$ cat src/rtl/core/aevd_pkg.sv
// ----------------------------------------------------------------------------
// aevd_pkg
// Shared types and constants of the adaptive energy voice detector.
// ----------------------------------------------------------------------------
package aevd_pkg;

  localparam int unsigned MaxFrameSamples = 512;
  localparam int unsigned CntW            = $clog2(MaxFrameSamples + 1);
  localparam int unsigned SampleW         = 16;
  localparam int unsigned SumW            = 32;
  localparam int unsigned StepW           = $clog2(SumW);
  localparam int unsigned EnergyW         = 31;
  localparam int unsigned EnergyShift     = 8;
  localparam int unsigned QuotW           = EnergyW - EnergyShift;
  localparam int unsigned LeakShift       = 10;
  localparam int unsigned FloorMin        = 200;
  localparam int unsigned MarginW         = 8;
  localparam int unsigned ThrW            = EnergyW + MarginW;
  localparam int unsigned HangW           = 16;
  localparam int unsigned HangLeftW       = 18;
  localparam int unsigned TypeW           = 4;
  localparam int unsigned AddrW           = 4;
  localparam int unsigned DataW           = 32;

  localparam logic [EnergyW-1:0] MinEnergyRst = EnergyW'(10000);
  localparam logic [MarginW-1:0] MarginRst    = MarginW'(4);

  typedef enum logic [1:0] {
    REG_RATE_SET   = 2'd0,
    REG_MIN_ENERGY = 2'd1,
    REG_MARGIN     = 2'd2,
    REG_HANGOVER   = 2'd3
  } reg_idx_e;

  typedef enum logic [1:0] {
    SPEECH_UNKNOWN = 2'd0,
    SPEECH_SILENT  = 2'd1,
    SPEECH_ACTIVE  = 2'd2,
    SPEECH_ECHO    = 2'd3
  } speech_state_e;

  typedef struct packed {
    logic               rate_set;
    logic [EnergyW-1:0] min_energy;
    logic [MarginW-1:0] margin;
    logic [HangW-1:0]   hangover;
  } cfg_t;

  typedef struct packed {
    logic acc;        // sample transaction: accumulate
    logic start;      // last sample accepted: arm the divider
    logic div_step;   // one quotient bit
    logic floor_upd;  // noise floor update
    logic thr_load;   // floor times margin
    logic out_load;   // decide and write the result register
  } ctrl_cmd_t;

  typedef struct packed {
    logic detect;     // rate set and not energy-only
  } dp_status_t;

endpackage

$ cat src/rtl/core/adaptive_energy_voice_detector_core.sv
// ----------------------------------------------------------------------------
// adaptive_energy_voice_detector_core
// Frame energy voice activity detector with adaptive noise floor and
// hangover; APB register port.
// ----------------------------------------------------------------------------
//  channel | signals                                         | transfer
//  --------+-------------------------------------------------+----------------
//  in      | in_valid_i/in_ready_o, sample_i, last_of_frame_i | one audio sample
//          | energy_only_i, caller_type_i, restart_i          |
//  out     | out_valid_o/out_ready_i, speech_state_o,         | one per frame
//          | frame_energy_o, caller_type_echo_o               |
//  cfg     | psel/penable/pwrite/paddr/pwdata/prdata/pready   | register access
//
// A sample that does not end a frame leaves in_ready_o high. The last sample of a
// frame drops in_ready_o until the result is written, while the block runs the
// 32-step bit-serial divider, then the floor update and multiply steps (detect
// only; skipped for energy only or rate not set), then the decide step.
// A stalled result holds the block in its decide step.
// Reset clears control and adaptation state, not the payload registers; no clearing pass.
// ----------------------------------------------------------------------------
module adaptive_energy_voice_detector_core import aevd_pkg::*; (
  input  logic                      clk_i,
  input  logic                      rst_ni,
  input  logic                      psel,
  input  logic                      penable,
  input  logic                      pwrite,
  input  logic [AddrW-1:0]          paddr,
  input  logic [DataW-1:0]          pwdata,
  output logic [DataW-1:0]          prdata,
  output logic                      pready,
  input  logic                      in_valid_i,
  output logic                      in_ready_o,
  input  logic signed [SampleW-1:0] sample_i,
  input  logic                      last_of_frame_i,
  input  logic                      energy_only_i,
  input  logic [TypeW-1:0]          caller_type_i,
  input  logic                      restart_i,
  output logic                      out_valid_o,
  input  logic                      out_ready_i,
  output logic [1:0]                speech_state_o,
  output logic [EnergyW-1:0]        frame_energy_o,
  output logic [TypeW-1:0]          caller_type_echo_o
);

  cfg_t       cfg_q;
  reg_idx_e   reg_idx;
  logic       cfg_we;
  logic       cfg_clr;
  ctrl_cmd_t  cmd;
  dp_status_t status;

  assign pready  = 1'b1;
  assign reg_idx = reg_idx_e'(paddr[AddrW-1:2]);
  assign cfg_we  = psel && penable && pwrite && pready;
  // writing the rate register restarts adaptation
  assign cfg_clr = cfg_we && (reg_idx == REG_RATE_SET);

  always_ff @(posedge clk_i or negedge rst_ni) begin
    if (!rst_ni) begin
      cfg_q.rate_set   <= 1'b0;
      cfg_q.min_energy <= MinEnergyRst;
      cfg_q.margin     <= MarginRst;
      cfg_q.hangover   <= '0;
    end else if (cfg_we) begin
      case (reg_idx)
        REG_RATE_SET:   cfg_q.rate_set   <= pwdata[0];
        REG_MIN_ENERGY: cfg_q.min_energy <= pwdata[EnergyW-1:0];
        REG_MARGIN:     cfg_q.margin     <= pwdata[MarginW-1:0];
        REG_HANGOVER:   cfg_q.hangover   <= pwdata[HangW-1:0];
        default: ;
      endcase
    end
  end

  always_comb begin
    case (reg_idx)
      REG_RATE_SET:   prdata = DataW'(cfg_q.rate_set);
      REG_MIN_ENERGY: prdata = DataW'(cfg_q.min_energy);
      REG_MARGIN:     prdata = DataW'(cfg_q.margin);
      REG_HANGOVER:   prdata = DataW'(cfg_q.hangover);
      default:        prdata = '0;
    endcase
  end

  aevd_ctrl u_ctrl (
    .clk_i           (clk_i),
    .rst_ni          (rst_ni),
    .in_valid_i      (in_valid_i),
    .in_ready_o      (in_ready_o),
    .last_of_frame_i (last_of_frame_i),
    .out_valid_o     (out_valid_o),
    .out_ready_i     (out_ready_i),
    .cmd_o           (cmd),
    .status_i        (status)
  );

  aevd_dp u_dp (
    .clk_i              (clk_i),
    .rst_ni             (rst_ni),
    .cmd_i              (cmd),
    .status_o           (status),
    .cfg_i              (cfg_q),
    .cfg_clr_i          (cfg_clr),
    .sample_i           (sample_i),
    .energy_only_i      (energy_only_i),
    .caller_type_i      (caller_type_i),
    .restart_i          (restart_i),
    .speech_state_o     (speech_state_o),
    .frame_energy_o     (frame_energy_o),
    .caller_type_echo_o (caller_type_echo_o)
  );

endmodule

$ cat src/rtl/core/aevd_dp.sv
// ----------------------------------------------------------------------------
// aevd_dp
// Datapath: energy accumulator, bit-serial divider, noise floor, threshold,
// hangover counter and result register.
// ----------------------------------------------------------------------------
module aevd_dp import aevd_pkg::*; (
  input  logic                      clk_i,
  input  logic                      rst_ni,
  input  ctrl_cmd_t                 cmd_i,
  output dp_status_t                status_o,
  input  cfg_t                      cfg_i,
  input  logic                      cfg_clr_i,
  input  logic signed [SampleW-1:0] sample_i,
  input  logic                      energy_only_i,
  input  logic [TypeW-1:0]          caller_type_i,
  input  logic                      restart_i,
  output logic [1:0]                speech_state_o,
  output logic [EnergyW-1:0]        frame_energy_o,
  output logic [TypeW-1:0]          caller_type_echo_o
);

  logic [SumW-1:0]      sum_q, sum_d;
  logic [CntW-1:0]      count_q, count_d;
  logic [CntW-1:0]      rem_q, rem_d;
  logic [EnergyW-1:0]   floor_q, floor_d;
  logic                 floor_valid_q, floor_valid_d;
  logic [HangLeftW-1:0] hang_q, hang_d;
  logic                 eonly_q;
  logic [TypeW-1:0]     ctype_q;
  logic [ThrW-1:0]      thr_q;
  speech_state_e        state_q;
  logic [EnergyW-1:0]   energy_out_q;
  logic [TypeW-1:0]     echo_q;

  logic [SampleW-1:0]   mag;
  logic [SumW-1:0]      sq;
  logic [SumW-1:0]      acc_sum;
  logic [CntW:0]        rem_sh;
  logic [CntW:0]        rem_sub;
  logic                 q_bit;
  logic [EnergyW-1:0]   energy;
  logic [SumW-1:0]      leak;
  logic [EnergyW-1:0]   floor_new;
  logic [ThrW-1:0]      prod;
  logic [ThrW-1:0]      thr_eff;
  logic                 active;
  logic                 hang_pos;
  logic                 clr_adapt;

  // |x| of a 16-bit two's complement value; -32768 maps to 32768
  assign mag     = sample_i[SampleW-1] ? ($unsigned(~sample_i) + 1'b1) : $unsigned(sample_i);
  assign sq      = mag * mag;
  assign acc_sum = sum_q + SumW'(sq >> EnergyShift);

  // restoring division of the sum by the count, quotient shifts into sum_q
  assign rem_sh  = {rem_q, sum_q[SumW-1]};
  assign q_bit   = rem_sh >= {1'b0, count_q};
  assign rem_sub = rem_sh - {1'b0, count_q};

  assign energy  = (count_q == '0) ? '0 : {sum_q[QuotW-1:0], {EnergyShift{1'b0}}};

  assign leak    = SumW'(floor_q) + SumW'(floor_q >> LeakShift) + SumW'(1);

  always_comb begin
    if (!floor_valid_q || (energy < floor_q)) begin
      floor_new = energy;
    end else if (leak[SumW-1]) begin
      floor_new = '1;
    end else begin
      floor_new = leak[EnergyW-1:0];
    end
    if (floor_new < EnergyW'(FloorMin)) begin
      floor_new = EnergyW'(FloorMin);
    end
  end

  assign prod     = floor_q * cfg_i.margin;
  assign thr_eff  = (thr_q < ThrW'(cfg_i.min_energy)) ? ThrW'(cfg_i.min_energy) : thr_q;
  assign active   = ThrW'(energy) > thr_eff;
  assign hang_pos = !hang_q[HangLeftW-1] && (hang_q != '0);

  assign clr_adapt = cfg_clr_i || (cmd_i.acc && restart_i);

  assign status_o.detect = cfg_i.rate_set && !eonly_q;

  always_comb begin
    sum_d   = sum_q;
    count_d = count_q;
    rem_d   = rem_q;
    if (cmd_i.acc && (count_q < CntW'(MaxFrameSamples))) begin
      sum_d   = acc_sum;
      count_d = count_q + 1'b1;
    end
    if (cmd_i.start) begin
      rem_d = '0;
    end
    if (cmd_i.div_step) begin
      rem_d = q_bit ? rem_sub[CntW-1:0] : rem_sh[CntW-1:0];
      sum_d = {sum_q[SumW-2:0], q_bit};
    end
    if (cmd_i.out_load) begin
      sum_d   = '0;
      count_d = '0;
    end
  end

  always_comb begin
    floor_d       = floor_q;
    floor_valid_d = floor_valid_q;
    hang_d        = hang_q;
    if (clr_adapt) begin
      floor_d       = '0;
      floor_valid_d = 1'b0;
      hang_d        = '0;
    end else if (cmd_i.floor_upd) begin
      floor_d       = floor_new;
      floor_valid_d = 1'b1;
    end else if (cmd_i.out_load && status_o.detect) begin
      if (active) begin
        hang_d = HangLeftW'(cfg_i.hangover);
      end else if (hang_pos) begin
        hang_d = hang_q - HangLeftW'(count_q);
      end
    end
  end

  always_ff @(posedge clk_i or negedge rst_ni) begin
    if (!rst_ni) begin
      sum_q         <= '0;
      count_q       <= '0;
      rem_q         <= '0;
      floor_q       <= '0;
      floor_valid_q <= 1'b0;
      hang_q        <= '0;
    end else begin
      sum_q         <= sum_d;
      count_q       <= count_d;
      rem_q         <= rem_d;
      floor_q       <= floor_d;
      floor_valid_q <= floor_valid_d;
      hang_q        <= hang_d;
    end
  end

  // payload registers
  always_ff @(posedge clk_i) begin
    if (cmd_i.start) begin
      eonly_q <= energy_only_i;
      ctype_q <= caller_type_i;
    end
    if (cmd_i.thr_load) begin
      thr_q <= prod;
    end
    if (cmd_i.out_load) begin
      if (!cfg_i.rate_set) begin
        state_q      <= SPEECH_UNKNOWN;
        energy_out_q <= '0;
        echo_q       <= '0;
      end else if (eonly_q) begin
        state_q      <= SPEECH_ECHO;
        energy_out_q <= energy;
        echo_q       <= ctype_q;
      end else begin
        state_q      <= (active || hang_pos) ? SPEECH_ACTIVE : SPEECH_SILENT;
        energy_out_q <= energy;
        echo_q       <= '0;
      end
    end
  end

  assign speech_state_o     = state_q;
  assign frame_energy_o     = energy_out_q;
  assign caller_type_echo_o = echo_q;

  a_floor_min: assert property (@(posedge clk_i) disable iff (!rst_ni)
    floor_valid_q |-> (floor_q >= EnergyW'(FloorMin)))
    else $error("noise floor below minimum");

  a_count_max: assert property (@(posedge clk_i) disable iff (!rst_ni)
    count_q <= CntW'(MaxFrameSamples))
    else $error("sample count overflow");

  a_rem_range: assert property (@(posedge clk_i) disable iff (!rst_ni)
    (cmd_i.div_step && (count_q != '0)) |-> (rem_q < count_q))
    else $error("divider remainder out of range");

endmodule

$ cat src/rtl/core/aevd_ctrl.sv
// ----------------------------------------------------------------------------
// aevd_ctrl
// Controller: input/output handshakes and frame-end sequencing
// (divide, floor update and threshold when detecting, decide).
// ----------------------------------------------------------------------------
module aevd_ctrl import aevd_pkg::*; (
  input  logic       clk_i,
  input  logic       rst_ni,
  input  logic       in_valid_i,
  output logic       in_ready_o,
  input  logic       last_of_frame_i,
  output logic       out_valid_o,
  input  logic       out_ready_i,
  output ctrl_cmd_t  cmd_o,
  input  dp_status_t status_i
);

  typedef enum logic [2:0] {
    ST_IDLE,
    ST_DIV,
    ST_FLOOR,
    ST_MUL,
    ST_OUT
  } state_e;

  state_e           state_q;
  logic [StepW-1:0] step_q;
  logic             out_valid_q;
  logic             in_fire;

  assign in_ready_o = (state_q == ST_IDLE);
  assign in_fire    = in_valid_i && in_ready_o;

  always_comb begin
    cmd_o           = '0;
    cmd_o.acc       = in_fire;
    cmd_o.start     = in_fire && last_of_frame_i;
    cmd_o.div_step  = (state_q == ST_DIV);
    cmd_o.floor_upd = (state_q == ST_FLOOR);
    cmd_o.thr_load  = (state_q == ST_MUL);
    cmd_o.out_load  = (state_q == ST_OUT) && (!out_valid_q || out_ready_i);
  end

  always_ff @(posedge clk_i or negedge rst_ni) begin
    if (!rst_ni) begin
      state_q     <= ST_IDLE;
      step_q      <= '0;
      out_valid_q <= 1'b0;
    end else begin
      case (state_q)
        ST_IDLE: begin
          if (cmd_o.start) begin
            state_q <= ST_DIV;
            step_q  <= '0;
          end
        end
        ST_DIV: begin
          step_q <= step_q + 1'b1;  // wraps to zero on the last step
          if (step_q == StepW'(SumW - 1)) begin
            state_q <= status_i.detect ? ST_FLOOR : ST_OUT;
          end
        end
        ST_FLOOR: state_q <= ST_MUL;
        ST_MUL:   state_q <= ST_OUT;
        ST_OUT: begin
          if (cmd_o.out_load) begin
            state_q <= ST_IDLE;
          end
        end
        default: state_q <= ST_IDLE;
      endcase

      if (cmd_o.out_load) begin
        out_valid_q <= 1'b1;
      end else if (out_ready_i) begin
        out_valid_q <= 1'b0;
      end
    end
  end

  assign out_valid_o = out_valid_q;

  a_step_idle: assert property (@(posedge clk_i) disable iff (!rst_ni)
    (state_q != ST_DIV) |-> (step_q == '0))
    else $error("divider step count not cleared");

  a_load_valid: assert property (@(posedge clk_i) disable iff (!rst_ni)
    cmd_o.out_load |=> out_valid_q)
    else $error("result written but not presented");

  a_out_wait: assert property (@(posedge clk_i) disable iff (!rst_ni)
    (state_q == ST_OUT && out_valid_q && !out_ready_i) |=> (state_q == ST_OUT))
    else $error("decision overwrote a pending result");

endmodule
$ cat config.mk
export PLATFORM = sky130hd
export DESIGN_NAME = adaptive_energy_voice_detector_core
export DESIGN_NICKNAME = d
export VERILOG_FILES = /design/src/rtl/core/aevd_pkg.sv /design/src/rtl/core/adaptive_energy_voice_detector_core.sv /design/src/rtl/core/aevd_dp.sv /design/src/rtl/core/aevd_ctrl.sv
export SDC_FILE = /design/constraint.sdc
export NUM_CORES = 2
export LEC_CHECK = 0
export BUFFER_PORTS_ARGS = -buffer_cell sky130_fd_sc_hd__buf_2
export CAP_MARGIN = 20
export CORE_AREA = 2 2 266 268
export DETAILED_ROUTE_END_ITERATION = 10
export DIE_AREA = 0 0 268 270
export PLACE_DENSITY = 0.59
export SLEW_MARGIN = 5
export SYNTH_ARGS = -nofsm -noshare
export SYNTH_HDL_FRONTEND = slang
export SYNTH_SLANG_ARGS = --single-unit
$ cat constraint.sdc
create_clock -name clk_i -period 8.6 [get_ports clk_i]
set_clock_uncertainty 0.15 [all_clocks]
set_input_delay 0.86 -clock clk_i [delete_from_list [all_inputs] [get_ports clk_i]]
set_output_delay 0.86 -clock clk_i [all_outputs]
set_load 0.05 [all_outputs]
==> flow_metrics.tcl <==
set metrics [dict create \
    place_area_um2 34500 \
    viasPerCell 5.36 \
    yosysTopAreaCellShare_pct 22.0 \
    startpoint "sample_i[1]" \
    place_inst 4679 \
    worst_pin_slew_ns 1.11 \
    dr.pass1.iters 5 \
    slowest_delay_ns 0.54 \
    num_vias 25500 \
    clock_latency_ns 0.59 \
    finalSetupViolations 0 \
    grt_use_met1_pct 34.4 \
    rrSetupSlack_ns 2.10 \
    yosysTopAreaCell "fa_1" \
    crit_fanout 4 \
    synthDistinctLibCells 92 \
    grt_busiest_layer "met2" \
    wirelength_mm 84.4 \
    drive_gt1_share_pct 16.9 \
    avgSynthCellArea_um2 8.86 \
    fp-row-count 97 \
    cts_tree "yes" \
    endpoint "u_dp.sum_q[29]" \
    gp_congestion 0.905 \
    async_reset_ff_share_pct 69.6 \
    clock_path_buffers 3 \
    grt_pass1_wl_mm 136 \
    design_area_um2 36000 \
    finalHoldViolCount 0 \
    hold_path_class "in2async" \
    synth_area_leaders "fa_1 (22%), dfrtp_1 (13%), ha_1 (12%)" \
    antenna_cells 0 \
    start_util_pct 44.5 \
    ys_seq_area_share_pct 20.6 \
    grt_pass1_vias 25300 \
    wire_per_inst_um 17.8 \
    slew_viol_final 0 \
    met2_usage_pct 37.2 \
    antenna_found_initial 2 \
    drcViolationCount 0 \
    place_hpwl_mm 66.0 \
    synth_edf_count 73 \
    dpl_worst_slack_ns -0.763 \
    fin_cells 4751 \
    htreeDepth 1 \
    cp-end-kind "flop" \
    die_area_um2 72400 \
    critPathLaunchType "input pin" \
    fin_crit_ns 8.52 \
    r2r-end "u_dp.thr_q[33]" \
    grt_max_degree 76 \
    grt_overflow 0 \
    critPathRequiredTime_ns 8.92 \
    syn_inst 3493 \
    grt_usage_pct 23.6 \
    clock_sinks 240 \
    synth_warnings 0 \
    holdWs_ns 0.101 \
    die_h_um 270 \
    fp.dieW_um 268 \
    pin_count 138 \
    slew_headroom_pct 25.9 \
    period_share_pct 99.1 \
    cts-root-buf "clkbuf_16" \
    first_iter_violations 1710 \
    worst_path_max_delay_cell "fa_1" \
    drv_cap 0 \
    critPathKind "in2reg" \
    final_nets 4500 \
    met3_usage_pct 3.89 \
    core_area_um2 69500 \
    syn_area_um2 30900 \
    syn_to_final_growth_pct 16.3 \
    status "finished, final reports clean" \
    worst_slack_ns 0.0794 \
    rr_startpoint "cfg_q[18]" \
    rsz0062_at_grt "yes" \
    cp_common_cell "fa_1" \
    cts_buffers 28 \
    clock.fmax_ghz 0.117 \
    port_buffers 124 \
    path_clk_slew_ns 0.06 \
    ys_ff_latch 240 \
    drtAntennaViolNets 0 \
    crit_arrival_ns 8.85 \
    reg2reg_depth 17 \
    ys.flop_type "dfrtp_1" \
]
==> sequential cells by signal, summed over array words and instances, names as in the netlist <==
register and cells:
u_dp.eonly_q 1, cfg_q 56, u_dp.caller_type_echo_o 4, u_ctrl.out_valid_o 1
u_dp.frame_energy_o 23, u_dp.hang_q 18, u_dp.count_q 10, u_dp.ctype_q 4
u_dp.speech_state_o 2, u_dp.floor_q 31, u_dp.rem_q 10, u_dp.floor_valid_q 1
u_ctrl.state_q 3, u_ctrl.step_q 5, u_dp.thr_q 39, u_dp.sum_q 32
==> repair_timing <==
| action | in CTS | in global routing |
|---|---|---|
| hold buffers | 0 | 0 |
| pin swaps | 39 | 57 |
| resized for setup | 30 | 66 |
| endpoints found under the setup margin | 10 | 19 |
| buffers inserted | 14 | 8 |
| cloned | 0 | 0 |
==> per-layer routing <==
metal | share of wire [%] | routed length, µm
met4 | 1.9 | 1610
met1 | 47 | 39800
met3 | 5.9 | 5000
met5 | 0.014 | 12
met2 | 45 | 38000
==> cell usage in the layout, fill, tap and decap left out, types with 97 or more instances in the layout <==
cell,instances
nand2_1,360
dfrtp_1,161
and2_1,165
fa_1,339
ha_1,294
nor2_1,218
xnor2_1,97
a21oi_1,167
o21ai_0,113
buf_2,121
buf_4,274
inv_1,511
==> worst min path at each step <==
| stage | startpoint | endpoint | slack (ns) | depth (start not counted) |
|---|---|---|---|---|
| after CTS | rst_ni | u_dp.sum_q[8] | 0.12 | 1 |
| after global placement | u_dp.rem_q[9] | u_dp.rem_q[9] | 0.34 | 2 |
| final | rst_ni | u_dp.floor_q[20] | 0.10 | 1 |
| after floorplan | u_dp.rem_q[9] | u_dp.rem_q[9] | 0.30 | 2 |
| after global routing | rst_ni | u_dp.floor_q[19] | 0.13 | 1 |
| after detailed placement | u_dp.rem_q[9] | u_dp.rem_q[9] | 0.32 | 2 |
==> critical path: cells and delay by family <==
| kind | cells | cell delay [ns] |
|---|---|---|
| xor+xnor | 1 | 0.16 |
| fa+ha+maj | 8 | 3.66 |
| compound gates | 9 | 1.96 |
| simple gates | 9 | 1.37 |
| buf+inv | 8 | 0.86 |
==> kinds of logic after synthesis <==
kind of cell	after synthesis	share of synthesized area (%)
compound gates	626	13.2
simple gates	1086	16.9
other cells	2	0.0243
buf+inv	683	8.49
flops	240	20.6
mux	73	2.54
xor+xnor	139	3.93
fa+ha+maj	644	34.3
==> stage by stage <==
step | util [%] | TNS [ns]
3_3_place_gp | 49.6 | -8.81
6_report | 51.7 | 0
3_5_place_dp | 49.6 | -10.66
5_1_grt | 51.7 | -3.73
2_1_floorplan | - | -1.08
4_1_cts | 51.3 | 0
==> cell usage after synthesis, drive strengths merged (9+ instances only) <==
cell type,number
a211oi,28
a21boi,10
a21o,71
a21oi,185
a22o,9
a31oi,18
and2,168
and3,51
buf,25
clkbuf,131
dfrtp,161
edfxtp,73
fa,340
ha,304
inv,522
mux2,35
mux2i,37
nand2,373
nand2b,24
nand3,58
nand4,36
nor2,230
nor2b,26
nor3,52
nor4,19
o211ai,28
o21a,18
o21ai,138
o21bai,12
o221ai,11
o22ai,15
o31ai,17
or3,13
xnor2,99
xor2,40
==> layout make-up <==
type | instances | area, µm²
fill | 6635 | 33600
multi-input combinational | 2589 | 22700
sequential | 240 | 6380
timing repair buffer | 404 | 2790
inverter | 527 | 2000
tap | 940 | 1180
clock buffer | 34 | 776
clock inverter | 17 | 173
Power is left out: the tool's default activity adds up to more than one toggle a clock period on the data nets, which glitch-free logic cannot reach.
